$ cat src/hw/rtl/gyro_heading_integrator_top_assert.svh
// Assertion macros for the gyro heading integrator top level.
`ifndef GYRO_HEADING_INTEGRATOR_TOP_ASSERT_SVH
`define GYRO_HEADING_INTEGRATOR_TOP_ASSERT_SVH

// Same-cycle implication, checked at every rising aclk outside reset.
`define GHI_ASSERT_NOW(lbl, ante, cons, msg) \
    lbl: assert property (@(posedge aclk) disable iff (!aresetn) (ante) |-> (cons)) \
        else $error(msg);

// Next-cycle implication, checked at every rising aclk outside reset.
`define GHI_ASSERT_NEXT(lbl, ante, cons, msg) \
    lbl: assert property (@(posedge aclk) disable iff (!aresetn) (ante) |=> (cons)) \
        else $error(msg);

`endif

$ cat src/hw/rtl/ghi_pkg.sv
// Shared widths, register indexes and reset values for the gyro heading integrator.
package ghi_pkg;

    localparam int SAMPLE_W   = 10;
    localparam int TS_W       = 32;
    localparam int S_TDATA_W  = 48;
    localparam int HEADING_W  = 48;
    localparam int CAL_CNT_W  = 5;
    localparam int BIAS_W     = 15;
    localparam int RATE_W     = 16;
    localparam int SUM_W      = RATE_W + 1;
    localparam int CFG_IDX_W  = 8;
    localparam int CFG_W      = 15;

    localparam logic [CFG_IDX_W-1:0] REG_DEADBAND   = CFG_IDX_W'(0);
    localparam logic [CFG_IDX_W-1:0] REG_RATE_LIMIT = CFG_IDX_W'(1);

    localparam logic [CFG_W-1:0] DEADBAND_RST   = CFG_W'(18);
    localparam logic [CFG_W-1:0] RATE_LIMIT_RST = CFG_W'(5400);

endpackage

$ cat src/hw/rtl/gyro_heading_integrator_top.sv
// Gyro heading integrator: bias calibration, rate shaping and trapezoidal integration.
//
//   channel   dir   handshake            payload
//   s_        in    s_tvalid/s_tready    s_tdata: sample, timestamp
//   m_        out   m_tvalid/m_tready    m_tdata: heading; m_tuser: calibrated
//   cfg_      in    cfg_valid/cfg_ready  cfg_index, cfg_data (always ready)
//
// One item per cycle sustained while m_ is not backpressured; each result passes the
// shaping/dt stage, the 33x17 multiply stage and the accumulate stage into the output
// register.
// Reset (aresetn low, synchronous) clears bias, calibration count, last time, last rate,
// the heading accumulator and all valids, and restores the register defaults.
// Backpressure on m_ stalls each stage only while the stage after it holds data, so
// bubbles are squeezed out; s_tready drops only when all three stages hold data and
// m_tready is low.
`include "gyro_heading_integrator_top_assert.svh"

module gyro_heading_integrator_top
    import ghi_pkg::*;
#(
    parameter int CAL_SAMPLES = 20
) (
    input  logic                  aclk,
    input  logic                  aresetn,
    input  logic                  s_tvalid,
    output logic                  s_tready,
    input  logic [S_TDATA_W-1:0]  s_tdata,   // [9:0] sample, [41:10] timestamp, [47:42] zero
    output logic                  m_tvalid,
    input  logic                  m_tready,
    output logic [HEADING_W-1:0]  m_tdata,   // [47:0] heading
    output logic                  m_tuser,   // [0] calibrated
    input  logic                  cfg_valid,
    output logic                  cfg_ready,
    input  logic [CFG_IDX_W-1:0]  cfg_index,
    input  logic [CFG_W-1:0]      cfg_data
);

    localparam logic [CAL_CNT_W-1:0] CAL_CNT = CAL_CNT_W'(CAL_SAMPLES);

    // configuration
    logic [CFG_W-1:0] deadband_reg, rate_limit_reg;

    // integrator state
    logic [BIAS_W-1:0]          bias_reg, bias_next;
    logic [CAL_CNT_W-1:0]       cal_count_reg, cal_count_next;
    logic [TS_W-1:0]            last_time_reg, last_time_next;
    logic signed [RATE_W-1:0]   last_rate_reg, last_rate_next;
    logic signed [HEADING_W-1:0] heading_reg;

    // pipeline
    logic                       s1_valid_reg, s2_valid_reg, m_valid_reg;
    logic [TS_W-1:0]            s1_dt_reg, s1_dt_next;
    logic signed [SUM_W-1:0]    s1_sum_reg, s1_sum_next;
    logic                       s1_cal_reg, s1_cal_next, s2_cal_reg, m_cal_reg;
    logic signed [HEADING_W-1:0] s2_prod_reg;

    logic s1_en, s2_en, out_en, s_accept;

    logic [SAMPLE_W-1:0]        sample;
    logic [TS_W-1:0]            timestamp, diff, dt_abs;
    logic [CAL_CNT_W-1:0]       cal_count_inc;
    logic [BIAS_W-1:0]          scaled;
    logic signed [SUM_W-1:0]    rate_raw;
    logic [RATE_W-1:0]          rate_mag;
    logic signed [RATE_W-1:0]   rate_shaped;
    logic signed [TS_W+SUM_W:0] prod_full;

    assign out_en   = !m_valid_reg || m_tready;
    assign s2_en    = !s2_valid_reg || out_en;
    assign s1_en    = !s1_valid_reg || s2_en;
    assign s_tready = s1_en;
    assign s_accept = s_tvalid && s1_en;

    assign cfg_ready = 1'b1;

    assign sample    = s_tdata[SAMPLE_W-1:0];
    assign timestamp = s_tdata[SAMPLE_W +: TS_W];

    always_comb begin
        cal_count_inc = cal_count_reg + 1'b1;
        scaled   = BIAS_W'(sample) * BIAS_W'(CAL_CNT);
        rate_raw = $signed({2'b00, scaled}) - $signed({2'b00, bias_reg});
        rate_mag = rate_raw[SUM_W-1] ? RATE_W'(-rate_raw) : rate_raw[RATE_W-1:0];

        // deadband first, then clamp
        if (rate_mag < {1'b0, deadband_reg}) begin
            rate_shaped = '0;
        end else if (rate_mag >= {1'b0, rate_limit_reg}) begin
            rate_shaped = rate_raw[SUM_W-1] ? -$signed({1'b0, rate_limit_reg})
                                            : $signed({1'b0, rate_limit_reg});
        end else begin
            rate_shaped = rate_raw[RATE_W-1:0];
        end

        // magnitude of the wrapped difference; zero counts as one
        diff   = timestamp - last_time_reg;
        dt_abs = diff[TS_W-1] ? (~diff + 1'b1) : diff;
        if (dt_abs == '0) begin
            dt_abs = TS_W'(1);
        end

        bias_next      = bias_reg;
        cal_count_next = cal_count_reg;
        last_time_next = last_time_reg;
        last_rate_next = last_rate_reg;
        s1_dt_next     = dt_abs;
        s1_sum_next    = '0;
        s1_cal_next    = 1'b1;

        if (cal_count_reg < CAL_CNT) begin
            bias_next      = bias_reg + BIAS_W'(sample);
            cal_count_next = cal_count_inc;
            s1_cal_next    = (cal_count_inc == CAL_CNT);
            if (cal_count_inc == CAL_CNT) begin
                last_time_next = timestamp;
            end
        end else begin
            s1_sum_next    = SUM_W'(rate_shaped) + SUM_W'(last_rate_reg);
            last_rate_next = rate_shaped;
            last_time_next = timestamp;
        end
    end

    assign prod_full = $signed({1'b0, s1_dt_reg}) * s1_sum_reg;

    // control and state
    always_ff @(posedge aclk) begin
        if (!aresetn) begin
            deadband_reg   <= DEADBAND_RST;
            rate_limit_reg <= RATE_LIMIT_RST;
            bias_reg       <= '0;
            cal_count_reg  <= '0;
            last_time_reg  <= '0;
            last_rate_reg  <= '0;
            heading_reg    <= '0;
            s1_valid_reg   <= 1'b0;
            s2_valid_reg   <= 1'b0;
            m_valid_reg    <= 1'b0;
        end else begin
            if (cfg_valid) begin
                if (cfg_index == REG_DEADBAND) begin
                    deadband_reg <= cfg_data;
                end else if (cfg_index == REG_RATE_LIMIT) begin
                    rate_limit_reg <= cfg_data;
                end
            end
            if (s_accept) begin
                bias_reg      <= bias_next;
                cal_count_reg <= cal_count_next;
                last_time_reg <= last_time_next;
                last_rate_reg <= last_rate_next;
            end
            if (s1_en) begin
                s1_valid_reg <= s_accept;
            end
            if (s2_en) begin
                s2_valid_reg <= s1_valid_reg;
            end
            if (out_en) begin
                m_valid_reg <= s2_valid_reg;
                if (s2_valid_reg) begin
                    heading_reg <= heading_reg + s2_prod_reg;
                end
            end
        end
    end

    // payload
    always_ff @(posedge aclk) begin
        if (s_accept) begin
            s1_dt_reg  <= s1_dt_next;
            s1_sum_reg <= s1_sum_next;
            s1_cal_reg <= s1_cal_next;
        end
        if (s2_en && s1_valid_reg) begin
            s2_prod_reg <= prod_full[HEADING_W-1:0];
            s2_cal_reg  <= s1_cal_reg;
        end
        if (out_en && s2_valid_reg) begin
            m_cal_reg <= s2_cal_reg;
        end
    end

    assign m_tvalid = m_valid_reg;
    assign m_tdata  = heading_reg;
    assign m_tuser  = m_cal_reg;

    `GHI_ASSERT_NOW(a_cal_bound, 1'b1, cal_count_reg <= CAL_CNT, "calibration count overran")
    `GHI_ASSERT_NOW(a_cal_flag, m_valid_reg && m_cal_reg, cal_count_reg == CAL_CNT,
                    "calibrated result before calibration finished")
    `GHI_ASSERT_NOW(a_cal_no_step, s1_valid_reg && !s1_cal_reg, s1_sum_reg == '0,
                    "heading step during calibration")
    `GHI_ASSERT_NEXT(a_acc_hold, !(out_en && s2_valid_reg), $stable(heading_reg),
                     "heading changed without a result load")

endmodule
$ cat config.mk
export PLATFORM = sky130hd
export DESIGN_NAME = gyro_heading_integrator_top
export DESIGN_NICKNAME = d
export VERILOG_FILES = /design/src/hw/rtl/ghi_pkg.sv /design/src/hw/rtl/gyro_heading_integrator_top.sv
export VERILOG_INCLUDE_DIRS = /design/src /design/src/hw/rtl
export SDC_FILE = /design/constraint.sdc
export NUM_CORES = 2
export LEC_CHECK = 0
export ABC_AREA = 1
export BUFFER_PORTS_ARGS = -buffer_cell sky130_fd_sc_hd__buf_2
export CORE_UTILIZATION = 65
export DETAILED_ROUTE_END_ITERATION = 6
export PLACE_DENSITY = 0.79
export SYNTH_ARGS = -nofsm -noshare
export SYNTH_HDL_FRONTEND = slang
export SYNTH_SLANG_ARGS = --single-unit
$ cat constraint.sdc
create_clock -name aclk -period 9.9 [get_ports aclk]
set_input_delay 0.99 -clock aclk [delete_from_list [all_inputs] [get_ports aclk]]
set_output_delay 0.99 -clock aclk [all_outputs]
set_load 0.01 [all_outputs]
# After elaboration in Yosys (flattened, before gate mapping)
# Cells that the tools add are included.
# Widths: inputs -> output; s select.
# op_classes
n_reduce_logical,17
n_bitwise,3
n_eq_ne,3
n_mul,2
addsub,9
mux,7
magnitude_cmp,3
# op_table
operator,n
$mux 32,3
$mux 16,4
$add 48x48->48,1
$mul 33x17->48,1
$add 32x1->32 const B,1
$logic_not 32->1,1
$not 32->32,1
$sub 32x32->32,1
$add 16x16->17,1
$ge 16x15->1,1
$lt 16x15->1,1
$neg 15->16,1
$neg 16->16,1
$sub 15x15->16,1
$add 15x10->15,1
$mul 10x3->13 const B,1
$reduce_and 2->1,5
$eq 8x1->1 const B,1
$logic_not 8->1,1
$add 5x1->5 const B,1
$eq 5x5->1 const B,1
$lt 5x5->1 const B,1
$logic_and 1x1->1,3
$logic_not 1->1,3
4 further kinds,7
# totals
input_bits,76
word_cells,60
reg_bits,249
out_inout_bits,52

# Depth between registers and ports, before layout
# logic_depth
word_depth,8
depth_mapped,55
mapped_depth_nobuf,52

# Worst setup path after synthesis
# No wires, ideal clock.
# synth_timing
kind,input -> register
start,in s_tdata[1]
end,"reg s1_sum_reg[15], data pin"
t_required_ns,9.641
arrival_ns,7.637
path_slack_ns,2.004
n_path_buf,3
cell_stages,53
setup_ns,0.259
cell_sequence,ha_1 ha_1 inv_1 fa_1 o21ai_0 a21oi_1 o21bai_1 xor2_1 inv_1 ha_1 nand2_1 o21ai_0 a21oi_1 nand2_1 nand2_1 nand2_1 nand2_1 nand2_1 (+17 left out) clkbuf_1 nand4_1 nand3_2 inv_1 ha_1 nand2_1 nand2_1 a21oi_1 o21ai_0 inv_1 o21ai_0 inv_1 o21a_1 o21ai_0 nand2_1 o21a_1 o21ai_0 a21oi_1
# synth_between
elab_chain_len,8
elab_cells_between_ends,10
classes_between,add/sub (3); mul (1); order compare (2); mux (4)
# synth_lines
element,line,source
start: declaration,gyro_heading_integrator_top.sv:27,"input logic [S_TDATA_W-1:0] s_tdata,"
$mul 10x3->13 *,gyro_heading_integrator_top.sv:81,scaled = BIAS_W'(sample) * BIAS_W'(CAL_CNT);
$sub 15x15->16 *,gyro_heading_integrator_top.sv:82,"rate_raw = $signed({2'b00, scaled}) - $signed({2'b00, bias_reg});"
$neg 16->16,gyro_heading_integrator_top.sv:83,rate_mag = rate_raw[SUM_W-1] ? RATE_W'(-rate_raw) : rate_raw[RATE_W-1:0];
$mux 16,gyro_heading_integrator_top.sv:83,
$ge 16x15->1,gyro_heading_integrator_top.sv:88,"end else if (rate_mag >= {1'b0, rate_limit_reg}) begin"
$mux 16,gyro_heading_integrator_top.sv:88,
$mux 16 *,gyro_heading_integrator_top.sv:86,"if (rate_mag < {1'b0, deadband_reg}) begin"
named net rate_shaped[1],gyro_heading_integrator_top.sv:65,logic signed [RATE_W-1:0] rate_shaped;
$add 16x16->17 *,gyro_heading_integrator_top.sv:118,s1_sum_next = SUM_W'(rate_shaped) + SUM_W'(last_rate_reg);
end signal: assignment,gyro_heading_integrator_top.sv:172,s1_sum_reg <= s1_sum_next;
end: declaration,gyro_heading_integrator_top.sv:53,"logic signed [SUM_W-1:0] s1_sum_reg, s1_sum_next;"
# Mark *: on every way through the listed nets, which the timed path passes. The rest lies on a longest branch.
# A chain may end at the register's enable or synchronous reset.

# Final worst setup path
# Same ends and word-level chain as after synthesis.

==> qor.txt <==
synthesized area per cell -> 7.40 um^2
final setup fails -> 0
Crit path largest cell delay -> 0.46 ns
IO buf count -> 120
fmax -> 120 MHz
H-tree depth -> 1
CTS resizes -> 0
pre-CTS WS -> 0.985 ns
Pwr Density -> 315 nW/um^2
die area -> 57200 um^2
first-pass GRT wire length -> 152000 um
top routing layer in use -> met4
Fillers -> 4706
total of max-cap violations -> 0
Final #Nets -> 5799
Synth-to-Final Area Change -> 5.78%
clk_lat worst skew -> 0.60 ns
Ant. Diodes -> 0
DRT Pass-1 Iters -> 5
# hold bufs at CTS -> 0
critical path's slowest cell -> fa_1
die height -> 239 um
post-synth cell types -> 61
Fin. Hold Viols -> 0
RSZ-0062 raised after global routing -> no
sequential fraction of the synthesis area -> 16.4%
HP Class -> flop to flop
arrival time at the worst endpoint -> 8.67 ns
DR vias -> 31100
initial antenna violation count -> 0
complex-gate fraction of the synthesized area -> 10.3%
Post-DP Area -> 37600 um^2
drt via density -> 5.43
Site Rows -> 86
Ys Warns -> 0
Clock Tree Root -> clkbuf_16
total grt overflow -> 0
CP Capture Type -> flop
worst endpoint required time -> 10.24 ns
largest family of logic cells by synthesized area -> adder cells
crit-path most repeated cell -> nand2_1
crit-path max FO -> 21
flop-to-flop setup slack -> 2.70 ns
detailed placement HPWL -> 72300 um
Max Root-Sink Buffers -> 3
Max Transition Viols Final -> 0
hold slack final -> 0.441 ns
largest net degree at the start of global routing -> 100
ys async rst share -> 0%
Simple-Gate Fraction of Synth Area -> 20.5%
final worst slack -> 1.58 ns
area share of fa/ha/maj cells after synthesis -> 35.6%
fin cells -> 5726
met2 routed WL -> 43600 um
share of cells above drive strength 1 -> 7.21%
Routed Antenna Nets -> 0
IO Pins -> 128
vias in the first global route -> 30800
Slew headroom -> 22.4%
Total Wirelength -> 92000 um
Syn Std Cell Area -> 36600 um^2
routed wl met3 -> 6780 um
Synth Register Bits -> 249
Post-CTS Setup Inserts -> 0
Worst Skew -> 0.0396 ns
Final Instance Area -> 38700 um^2
Slew @ Worst Pin -> 1.16 ns
Net Count, Synth -> 5786
Synth top area share -> 24.9%
Clk pin slew, worst setup/hold paths -> 0.06 ns
Area contributors post-synth -> fa_1 (25%), nand2_1 (12%), inv_1 (12%)
Pleak -> 20.8 nW
core footprint -> 55300 um^2
M1 WL -> 37600 um
minimum clock period -> 8.32 ns
placed insts -> 5672
Initial DRC Count -> 2046
Post-synth top flop -> dfxtp_1
Final Cycle Share -> 84.1%
xor/xnor share of the synthesized area -> 3.51%
CTS Sinks -> 249
CP Launch Type -> input port
Final GP Congestion -> 0.980
Initial Utilization -> 66.1%
CP Class -> input port to flop
Die Span X -> 239 um
TritonCTS clock tree -> built
number of flops mapped to enable cells by yosys -> 100
gate count of the mapped netlist -> 4942
CTS Buf Count -> 29
Setup TNS Final -> 0 ns
Remaining DRCs -> 0
Tot GR Track Use -> 33.2%
leading area contributor after synthesis -> fa_1
worst IR drop on VDD -> 0.563 mV
fraction of synthesized area in multiplexers -> 0%
status -> completed
Wirelength per Cell -> 16.1 um
[metal layers]
layer / vias to the layer above / track usage (%)
met2: 1074 / 56.5
met3: 269 / 5.30
met1: 14600 / 42.4
met4: 0 / 13.1
met5: - / 0
li1: 15100 / -
[per-stage QoR]
step	power, W	utilization (%)
6_report	0.0122	69.9
5_1_grt	0.0133	69.9
3_3_place_gp	0.0108	68.1
2_1_floorplan	0.00833	-
4_1_cts	0.0122	69.9
3_5_place_dp	0.0109	68.1
[final timing paths]
check / from / to / depth (start not counted)
hold / removal: s1_cal_reg$_SDFFCE_PN1P_ / s2_cal_reg$_DFFE_PP_ / 0
setup / recovery: s_tdata[1] / s1_sum_reg[15]$_SDFFCE_PP0P_ / 46
setup reg to reg: s1_sum_reg[5]$_SDFFCE_PP0P_ / s2_prod_reg[46]$_DFFE_PP_ / 25
hold reg to reg: s1_cal_reg$_SDFFCE_PN1P_ / s2_cal_reg$_DFFE_PP_ / 0
[cells in the mapped netlist (28+ instances only)]
cell type and n:
or2_2 28, nor2_2 28, nand2_2 30, dfxtp_1 149
a31oi_1 29, inv_1 1125, clkbuf_1 157, xor2_1 92
o21ai_0 227, nor2_1 306, ha_1 314, nand4_1 35
nand3_1 128, fa_1 454, a21oi_1 291, nand2_1 1156
edfxtp_1 100, xnor2_1 51
[kinds of logic after synthesis]
kind of cell,Yosys count
AO/OA/AOI/OAI,674
XOR/XNOR,145
adder cells (fa/ha/maj),768
buffers and inverters,1313
flip-flops,249
other,1
AND/OR/NAND/NOR,1792
[critical path, delay by kind of cell]
family                     cells  cell delay, ns
and+or+nand+nor               12            1.17
AOI/OAI and AO/OA             18            3.33
xor gates and xnor gates       2            0.40
adders and majority gates      6            1.77
buffers and inverters          8            0.97
[placed cells by master (no fill, tap or decap), types with 22 or more instances in the layout]
cell type	instances
o21ai_0	227
nor2_1	305
a31oi_1	29
o21a_1	22
ha_1	314
nand2_1	1155
nor2_2	29
a21oi_1	291
nand2_2	31
dfxtp_1	149
nand3_2	23
xor2_1	92
or2_2	28
edfxtp_1	100
nand3_1	128
buf_4	34
inv_1	1123
buf_2	120
nand4_1	35
xnor2_1	51
fa_1	454
clkbuf_16	30
[power breakdown]
group / internal, W / switching (W) / leakage (nW)
Combinational: 0.00340 / 0.00590 / 18.1
Sequential: 0.00157 / 0.000168 / 2.18
Clock: 0.000689 / 0.000466 / 0.501
Total: 0.00566 / 0.00653 / 20.8
[layout make-up]
class | count | area (um^2) | area share (%)
Clock buffer | 36 | 813 | 2.10
Multi-Input combinational cell | 3380 | 25600 | 66.2
Clock inverter | 18 | 215 | 0.556
Timing Repair Buffer | 154 | 856 | 2.21
Inverter | 1141 | 4280 | 11.1
Tap cell | 748 | 936 | 2.42
Sequential cell | 249 | 5990 | 15.5
No activity file was read; power rests on OpenSTA's default activity.
